`src/hdl/priority_ready_queue_scheduler_defines.svh`:
```
// Assertion macros shared by the priority ready queue scheduler modules.
`ifndef PRIORITY_READY_QUEUE_SCHEDULER_DEFINES_SVH
`define PRIORITY_READY_QUEUE_SCHEDULER_DEFINES_SVH

// Checks a condition at every clock edge outside reset.
`define PRQ_ASSERT_ALWAYS(label, cond, msg) \
	label: assert property (@(posedge clk) disable iff (!arst_n) (cond)) \
		else $error(msg);

// Checks that a condition in one cycle implies another in the next cycle.
`define PRQ_ASSERT_NEXT(label, ante, cons, msg) \
	label: assert property (@(posedge clk) disable iff (!arst_n) (ante) |=> (cons)) \
		else $error(msg);

`endif

```
`src/hdl/prq_pkg.sv`:
```
// Shared types and constants of the priority ready queue scheduler.
package prq_pkg;

	localparam int QUEUE_DEPTH = 8;
	localparam int CNT_W       = $clog2(QUEUE_DEPTH + 1);

	typedef logic [CNT_W-1:0] cnt_t;

	localparam logic FUNC_TICK   = 1'b0;
	localparam logic FUNC_ARRIVE = 1'b1;

	typedef struct packed {
		logic [7:0]  pri;
		logic [15:0] rem;
		logic [7:0]  id;
	} entry_t;

	typedef enum logic [1:0] {
		ST_IDLE,
		ST_CMP,
		ST_UPD,
		ST_RES
	} state_t;

	typedef struct packed {
		logic capture;
		logic compare;
		logic update;
	} ctrl_cmd_t;

endpackage

```
`src/hdl/prq_ctrl.sv`:
```
// Controller state machine that sequences one request through the datapath.
`include "priority_ready_queue_scheduler_defines.svh"

module prq_ctrl (
	input  logic               clk,
	input  logic               arst_n,
	input  logic               start,
	output logic               busy,
	output logic               done,
	output prq_pkg::ctrl_cmd_t cmd
);
	import prq_pkg::*;

	state_t state_q;
	state_t state_d;

	always_ff @(posedge clk or negedge arst_n) begin
		if (!arst_n) begin
			state_q <= ST_IDLE;
		end else begin
			state_q <= state_d;
		end
	end

	always_comb begin
		state_d     = state_q;
		cmd         = '0;
		done        = 1'b0;
		busy        = 1'b1;
		unique case (state_q)
			ST_IDLE: begin
				busy        = 1'b0;
				cmd.capture = start;
				if (start) begin
					state_d = ST_CMP;
				end
			end
			ST_CMP: begin
				cmd.compare = 1'b1;
				state_d     = ST_UPD;
			end
			ST_UPD: begin
				cmd.update = 1'b1;
				state_d    = ST_RES;
			end
			ST_RES: begin
				done    = 1'b1;
				state_d = ST_IDLE;
			end
			default: begin
				state_d = ST_IDLE;
			end
		endcase
	end

	`PRQ_ASSERT_NEXT(a_accept_goes_busy, start && !busy, busy, "accepted request did not start")
	`PRQ_ASSERT_NEXT(a_done_then_idle, done, !busy && !done, "strobe not followed by idle")
	`PRQ_ASSERT_NEXT(a_update_then_done, cmd.update, done, "update not followed by result")

endmodule

```
`src/hdl/prq_dp.sv`:
```
// Datapath holding the sorted ready queue, the compare stage and the result registers.
`include "priority_ready_queue_scheduler_defines.svh"

module prq_dp (
	input  logic               clk,
	input  logic               arst_n,
	input  prq_pkg::ctrl_cmd_t cmd,
	input  logic               func,
	input  logic [7:0]         task_id,
	input  logic [15:0]        burst_time,
	input  logic [7:0]         task_priority,
	output logic               finished,
	output logic [7:0]         finished_id,
	output logic               dropped,
	output logic               running_valid,
	output logic [7:0]         running_id,
	output logic [7:0]         running_priority,
	output logic [15:0]        running_remaining,
	output logic [3:0]         queued_count
);
	import prq_pkg::*;

	// Captured request.
	logic   func_q;
	entry_t new_q;

	// Queue storage, kept sorted by descending priority with the head at index 0.
	entry_t entries_q [QUEUE_DEPTH];
	cnt_t   count_q;

	// Compare stage results.
	logic [QUEUE_DEPTH-1:0] ge_s1;
	logic                   full_s1;
	logic                   empty_s1;
	logic                   last_s1;

	// Result registers.
	logic       finished_q;
	logic [7:0] finished_id_q;
	logic       dropped_q;

	// Insertion view: what each slot would take from its left neighbor.
	entry_t                 prev_entry [QUEUE_DEPTH];
	logic [QUEUE_DEPTH-1:0] ge_prev;

	always_comb begin
		prev_entry[0] = new_q;
		ge_prev[0]    = 1'b1;
		for (int k = 1; k < QUEUE_DEPTH; k++) begin
			prev_entry[k] = entries_q[k-1];
			ge_prev[k]    = ge_s1[k-1];
		end
	end

	always_ff @(posedge clk) begin
		if (cmd.capture) begin
			func_q     <= func;
			new_q.id   <= task_id;
			new_q.rem  <= burst_time;
			new_q.pri  <= task_priority;
		end
		if (cmd.compare) begin
			// The valid entries are sorted, so ge_s1 is a run of ones from the head.
			for (int k = 0; k < QUEUE_DEPTH; k++) begin
				ge_s1[k] <= (cnt_t'(k) < count_q) && (entries_q[k].pri >= new_q.pri);
			end
			full_s1  <= (count_q == cnt_t'(QUEUE_DEPTH));
			empty_s1 <= (count_q == '0);
			last_s1  <= (entries_q[0].rem <= 16'd1);
		end
		if (cmd.update) begin
			if (func_q == FUNC_ARRIVE) begin
				if (!full_s1) begin
					for (int k = 0; k < QUEUE_DEPTH; k++) begin
						if (!ge_s1[k]) begin
							entries_q[k] <= ge_prev[k] ? new_q : prev_entry[k];
						end
					end
				end
			end else if (!empty_s1) begin
				if (last_s1) begin
					for (int k = 0; k < QUEUE_DEPTH - 1; k++) begin
						entries_q[k] <= entries_q[k+1];
					end
				end else begin
					entries_q[0].rem <= entries_q[0].rem - 16'd1;
				end
			end
		end
	end

	always_ff @(posedge clk or negedge arst_n) begin
		if (!arst_n) begin
			count_q       <= '0;
			finished_q    <= 1'b0;
			finished_id_q <= '0;
			dropped_q     <= 1'b0;
		end else if (cmd.update) begin
			finished_q    <= 1'b0;
			finished_id_q <= '0;
			dropped_q     <= 1'b0;
			if (func_q == FUNC_ARRIVE) begin
				if (full_s1) begin
					dropped_q <= 1'b1;
				end else begin
					count_q <= count_q + cnt_t'(1);
				end
			end else if (!empty_s1 && last_s1) begin
				finished_q    <= 1'b1;
				finished_id_q <= entries_q[0].id;
				count_q       <= count_q - cnt_t'(1);
			end
		end
	end

	assign finished          = finished_q;
	assign finished_id       = finished_id_q;
	assign dropped           = dropped_q;
	assign running_valid     = (count_q != '0);
	assign running_id        = running_valid ? entries_q[0].id  : 8'd0;
	assign running_priority  = running_valid ? entries_q[0].pri : 8'd0;
	assign running_remaining = running_valid ? entries_q[0].rem : 16'd0;
	assign queued_count      = 4'(count_q);

	`PRQ_ASSERT_ALWAYS(a_count_in_range, count_q <= cnt_t'(QUEUE_DEPTH), "queue count overflow")
	`PRQ_ASSERT_ALWAYS(a_finish_xor_drop, !(finished_q && dropped_q), "finish and drop together")
	`PRQ_ASSERT_NEXT(a_insert_counts, cmd.update && func_q == FUNC_ARRIVE && !full_s1, count_q == $past(count_q) + cnt_t'(1), "insert did not grow queue")

endmodule

```
`src/hdl/priority_ready_queue_scheduler.sv`:
```
// Top level of the preemptive priority scheduler ready queue.
//
//  Channel   Handshake        Ports
//  --------  ---------------  ------------------------------------------------
//  request   start, busy      func, task_id, burst_time, task_priority
//  result    done (strobe)    finished, finished_id, dropped, running_valid,
//                             running_id, running_priority, running_remaining,
//                             queued_count
//
// A request is taken at a rising edge where start is high and busy is low.
// Each request passes through these steps from acceptance to the next possible
// acceptance: capture, a parallel priority compare against every slot, the
// shift-and-insert or pop/decrement update, and a one-cycle done strobe.
// The compare and update run in fixed stages of the datapath, so the sequence
// does not depend on queue fill. Reset clears the state machine, queue count
// and result registers; stored entries are never read before they are written.
// The receiver cannot stall: results hold only until the next request's update.
module priority_ready_queue_scheduler (
	input  logic        clk,
	input  logic        arst_n,
	input  logic        start,
	output logic        busy,
	input  logic        func,
	input  logic [7:0]  task_id,
	input  logic [15:0] burst_time,
	input  logic [7:0]  task_priority,
	output logic        done,
	output logic        finished,
	output logic [7:0]  finished_id,
	output logic        dropped,
	output logic        running_valid,
	output logic [7:0]  running_id,
	output logic [7:0]  running_priority,
	output logic [15:0] running_remaining,
	output logic [3:0]  queued_count
);
	import prq_pkg::*;

	// Command word from the controller to the datapath for each request phase.
	ctrl_cmd_t cmd;

	// The controller only sequences; all queue state lives in the datapath.
	prq_ctrl u_ctrl (
		.clk    (clk),
		.arst_n (arst_n),
		.start  (start),
		.busy   (busy),
		.done   (done),
		.cmd    (cmd)
	);

	// The datapath keeps the queue sorted with the running task at the head and
	// holds the result fields stable from the strobe until the next update.
	prq_dp u_dp (
		.clk               (clk),
		.arst_n            (arst_n),
		.cmd               (cmd),
		.func              (func),
		.task_id           (task_id),
		.burst_time        (burst_time),
		.task_priority     (task_priority),
		.finished          (finished),
		.finished_id       (finished_id),
		.dropped           (dropped),
		.running_valid     (running_valid),
		.running_id        (running_id),
		.running_priority  (running_priority),
		.running_remaining (running_remaining),
		.queued_count      (queued_count)
	);

endmodule
```
`config.mk`:
```
export PLATFORM = sky130hd
export DESIGN_NAME = priority_ready_queue_scheduler
export DESIGN_NICKNAME = d
export VERILOG_FILES = /design/src/hdl/prq_pkg.sv /design/src/hdl/prq_ctrl.sv /design/src/hdl/prq_dp.sv /design/src/hdl/priority_ready_queue_scheduler.sv
export VERILOG_INCLUDE_DIRS = /design/src /design/src/hdl
export SDC_FILE = /design/constraint.sdc
export NUM_CORES = 1
export LEC_CHECK = 0
export BUFFER_PORTS_ARGS = -buffer_cell sky130_fd_sc_hd__buf_2
export CAP_MARGIN = 20
export CORE_MARGIN = 8
export CORE_UTILIZATION = 30
export DETAILED_ROUTE_END_ITERATION = 8
export SYNTH_ARGS = -nofsm -noshare
export SYNTH_HDL_FRONTEND = slang
export SYNTH_SLANG_ARGS = --single-unit
```
`constraint.sdc`:
```
create_clock -name clk -period 5.15 [get_ports clk]
set_clock_uncertainty 0.2 [all_clocks]
set_input_delay 0.515 -clock clk [delete_from_list [all_inputs] [get_ports clk]]
set_output_delay 0.515 -clock clk [all_outputs]
set_load 0.05 [all_outputs]
```
Word level (Yosys, flattened, before mapping):

Memories as Yosys holds them, arrays and structs flattened.
Cells that the tools add are included.

* order comparisons: 17
* bitwise gates (word level): 8
* mux-type cells: 84
* equality and inequality tests: 6
* add/sub/neg operators: 3
* reductions and logical operators: 15

Operators by type and width (number)
* $mux 32: 14
* $ge 8x8->1: 8
* $mux 1: 59
* $mux 16: 2
* $mux 8: 4
* $le 16x1->1 const B: 1
* $lt 3x4->1 const A: 4
* $sub 16x1->16 const B: 1
* $mux 4: 3
* $logic_and 1x1->1: 9
* $lt 1x4->1 const A: 2
* $lt 2x4->1 const A: 2
* $or 1x1->1: 8
* $pmux 2 s4: 1
* $add 4x1->4 const B: 1
* $eq 2x2->1 const B: 2
* $eq 4x4->1 const B: 1
* $logic_not 4->1: 1
* $ne 2x2->1 const B: 2
* $reduce_bool 4->1: 1
* $sub 4x1->4 const B: 1
* $reduce_and 3->1: 1
* $eq 2x1->1 const B: 1
* $logic_not 2->1: 1
* other kinds (3): 3

* memories kept: 1
* register bits after elaboration: 60
* output and inout port bits: 49
* bits in writable memories: 256
* logic and storage cells: 147
* input port bits: 36

Memory list
* u_dp.entries_q: depth 8, width 32, rd ports 8, clocked after memory_dff 0, wr ports 8, line prq_dp.sv:28 `entry_t entries_q [QUEUE_DEPTH];`

Depth between registers and ports, before layout:

* depth after elaboration: 7
* mapped depth: 8
* mapped depth without buffers: 7

Cells and area by module:

A second synthesis with hierarchy kept.

* cells, all modules: 1463
* area total of the unflattened synthesis: 16784.8 µm²

Modules (own cells, without submodules)
* prq_dp: instances 1, area an instance 16610.9 µm², cells an instance 1448, sequential area each 9359.0 µm²
* prq_ctrl: instances 1, area an instance 173.9 µm², cells an instance 15, sequential area each 50.0 µm²

Least setup slack after synthesis:

Ideal clock, no wire load.

* path kind: register to register
* start point: register u_ctrl.state_q[0]
* end point: memory u_dp.entries_q[0][100] in the netlist's numbering, enable pin
* setup time: 0.466 ns
* path buffers: 1
* required time: 4.484 ns
* setup slack: 1.209 ns
* clock period less this slack: 3.941 ns
* arrival time: 3.276 ns
* stages on the path, launching flop included: 6
* path through: dfrtp_1 -> inv_1 -> ha_1 -> nand3b_1 -> buf_2 -> o21ai_0

RTL lines
* start: declaration: line prq_ctrl.sv:14 `state_t state_q;`
* start signal: assignment: line prq_ctrl.sv:21 `state_q <= state_d;`
* end: declaration: line prq_dp.sv:28

==> impl_metrics.env <==
export IMPL_clk_path_buf_depth=3
export IMPL_dp_hpwl_um=27380
export IMPL_vias=11369
export IMPL_place_gp_congestion=0.7745
export IMPL_drv_slew=0
export IMPL_path_class="flop to flop"
export IMPL_async_flop_share_pct=5.063
export IMPL_cts_hold_buf=34
export IMPL_synth_seq_cells=316
export IMPL_outcome="completed"
export IMPL_die_y_um=252.2
export IMPL_synth_edf_count=300
export IMPL_antenna_found_initial=2
export IMPL_syn_avg_cell_area_sq_um=11.35
export IMPL_cap_violations=0
export IMPL_drt_first_pass_iters=5
export IMPL_synth_cell_types=48
export IMPL_power_leakage_nw=7.388
export IMPL_die_area_sq_um=63590
export IMPL_cts_tree="built"
export IMPL_multi_input_area_sq_um=6733
export IMPL_clkTransAtPathRegs_ns=0.05
export IMPL_insertedDiodeCount=0
export IMPL_cts_max_level=2
export IMPL_die_w_um=252.2
export IMPL_yosysSeqAreaShare_pct=56.23
export IMPL_grt_max_degree=209
export IMPL_fmax_ghz=0.2879
export IMPL_critPathLaunchType="flop"
export IMPL_synthFlopType="edfxtp_1"
export IMPL_cp_top_family="simple AND/OR/NAND/NOR gates"
export IMPL_cp_max_fo=208
export IMPL_remaining_drc_errors=0
export IMPL_slew_headroom_pct=26.81
export IMPL_worst_slack_ns=1.677
export IMPL_final_common_cell="edfxtp_1"
export IMPL_hold_viol=0
export IMPL_wl_um=43000
export IMPL_period_minus_slack_ns=3.473
export IMPL_viasPerCell=4.939
export IMPL_grt_setup_unrepaired="false"
export IMPL_grt_pass1_vias=11312
export IMPL_syn_cell_area_sq_um=16730
export IMPL_tns_ns=0
export IMPL_grt_usage_pct=13.15
export IMPL_pre_cts_ws_ns=1.678
export IMPL_worst_pin_slew_ns=1.098
export IMPL_synthCells=1474
export IMPL_clk_latency_ns=0.52
export IMPL_fill_cells=5485
export IMPL_path_buf_inv=3
export IMPL_fin_nets=1644
export IMPL_path_cells="inv_1, ha_1, nor3b_2, buf_4, nand2_4, buf_12, nor2_1, a21oi_1"
export IMPL_grt_first_pass_wirelength_um=66460
export IMPL_cpPeakStageDelay_ns=0.61
export IMPL_hp_class="input port to flop"
export IMPL_cts_made_buffers=37
export IMPL_endpoint_kind="flop"
export IMPL_critPathSlowestCell="ha_1"
export IMPL_regArea_sq_um=9409
export IMPL_rows=86
export IMPL_cts_setup_buffers=0
export IMPL_start_util_pct=30.37
export IMPL_cp_required_ns=5.18
export IMPL_syn_nets=1584
export IMPL_syn2layout_area_growth_pct=15.18
export IMPL_core_sq_um=55090
export IMPL_ant_nets=0
export IMPL_io_pins=85
export IMPL_cts_sinks=316
export IMPL_power_per_cell_area_nw_per_um2=512.6
export IMPL_setup_viol=0
export IMPL_cp_arrival_ns=3.50
export IMPL_final_cell_mix="edfxtp_1 (300), nor2_1 (217), a21oi_1 (217)"
export IMPL_post_cts_resized=0
export IMPL_drt_iter0_drc=902
export IMPL_ys_warn_count=0
export IMPL_io_buffers=84
export IMPL_drt_wirelength_per_cell_um=18.68
export IMPL_gr_total_overflow=0
export IMPL_cts_root_buf="clkbuf_16"
export IMPL_max_vdd_ir_drop_mv=0.2899
export IMPL_finalPower_mw=9.879
export IMPL_drive_gt1_share_pct=13.38
export IMPL_period_share_pct=67.44
worst min-delay path, cell delays in order:
cell and delay, ns:
buf_2 0.08, nor2_1 0.08, a21oi_1 0.16
layer usage:
layer,wire length [um],part of all wire (%),global-route usage [%],vias to the layer above
li1,-,-,-,5443
met1,20820,48,19.02,5576
met2,18690,43,19.86,299
met3,2763,6.4,2.889,51
met4,723,1.7,3.025,0
met5,0,0,0,-
sequential cells by signal (all words and copies together), names as in the netlist:
register           count
u_dp.func_q            1
u_dp.last_s1           1
u_dp.ge_s1             8
u_dp.finished          1
u_dp.queued_count      4
u_dp.full_s1           1
u_dp.entries_q       256
u_ctrl.state_q         2
u_dp.empty_s1          1
u_dp.dropped           1
u_dp.finished_id       8
u_dp.new_q            32
cells in the mapped netlist (11+ instances only):
| cell type | instances | area share (%) |
|---|---|---|
| nand2_1 | 69 | 1.5 |
| o21ai_0 | 60 | 1.8 |
| dfrtp_1 | 16 | 2.4 |
| mux2_2 | 32 | 2.2 |
| xnor2_1 | 11 | 0.58 |
| a21oi_1 | 217 | 6.5 |
| inv_1 | 42 | 0.94 |
| nand3_1 | 13 | 0.39 |
| buf_2 | 47 | 1.4 |
| buf_1 | 26 | 0.58 |
| clkbuf_1 | 47 | 1.1 |
| edfxtp_1 | 300 | 54 |
| and2_1 | 31 | 1.2 |
| mux2i_1 | 194 | 12 |
| ha_1 | 74 | 5.5 |
| nor2_1 | 219 | 4.9 |
path summary, 6_finish.rpt:
kind                                                start                                to  slack [ns]  cells after the start
min reg2reg                u_dp.entries_q[0][2]$_DFFE_PP_   u_dp.finished_id[2]$_DFFE_PN0P_        0.32                      2
max                         u_ctrl.state_q[0]$_DFFE_PN0P_  u_dp.entries_q[0][116]$_DFFE_PP_        1.68                      8
min in group asynchronous                          arst_n         u_dp.finished$_DFFE_PN0P_        0.27                      2
max in group asynchronous                          arst_n   u_dp.finished_id[4]$_DFFE_PN0P_        4.18                      2
max reg2reg                 u_ctrl.state_q[0]$_DFFE_PN0P_  u_dp.entries_q[0][116]$_DFFE_PP_        1.68                      8
min                                                 start     u_ctrl.state_q[0]$_DFFE_PN0P_        0.16                      3
power by group:
part	switching [mW]	internal, mW
combinational	2.19	1.21
clock	1.03	1.37
sequential	0.445	3.63
total	3.67	6.21
stage by stage:
| step | instance area (sq um) | instances | utilization, % | hold WS, ns |
|---|---|---|---|---|
| final | 19270 | 2302 | 34.98 | 0.1592 |
| after global routing | 19270 | 2302 | 34.98 | 0.1721 |
| after CTS | 19230 | 2300 | 34.91 | 0.1444 |
| after detailed placement | 17840 | 2207 | 32.38 | 0.2838 |
| after global placement | 17840 | 2207 | 32.38 | 0.2747 |
| after floorplan | 16730 | 1474 | - | 0.01941 |
area by class of cell:
class | count | share of cell area, %
clock buffers | 46 | 5.031
clock inverters | 13 | 0.4350
inverters | 43 | 0.8374
multi-input cells | 994 | 34.93
flip-flops and latches | 316 | 48.82
well taps | 748 | 4.856
repair buffers | 142 | 5.090
kinds of logic (layout without fill, tap and decap cells):
| group | Yosys count | count (layout) | synth area share (%) |
|---|---|---|---|
| simple gates | 361 | 361 | 9.384 |
| compound gates | 316 | 316 | 10.13 |
| mux | 226 | 226 | 13.76 |
| flops | 316 | 316 | 56.23 |
| fa+ha+maj | 74 | 74 | 5.533 |
| xor+xnor | 17 | 17 | 0.8898 |
| buf+inv | 164 | 244 | 4.075 |
(Power assumes the default switching activity.)
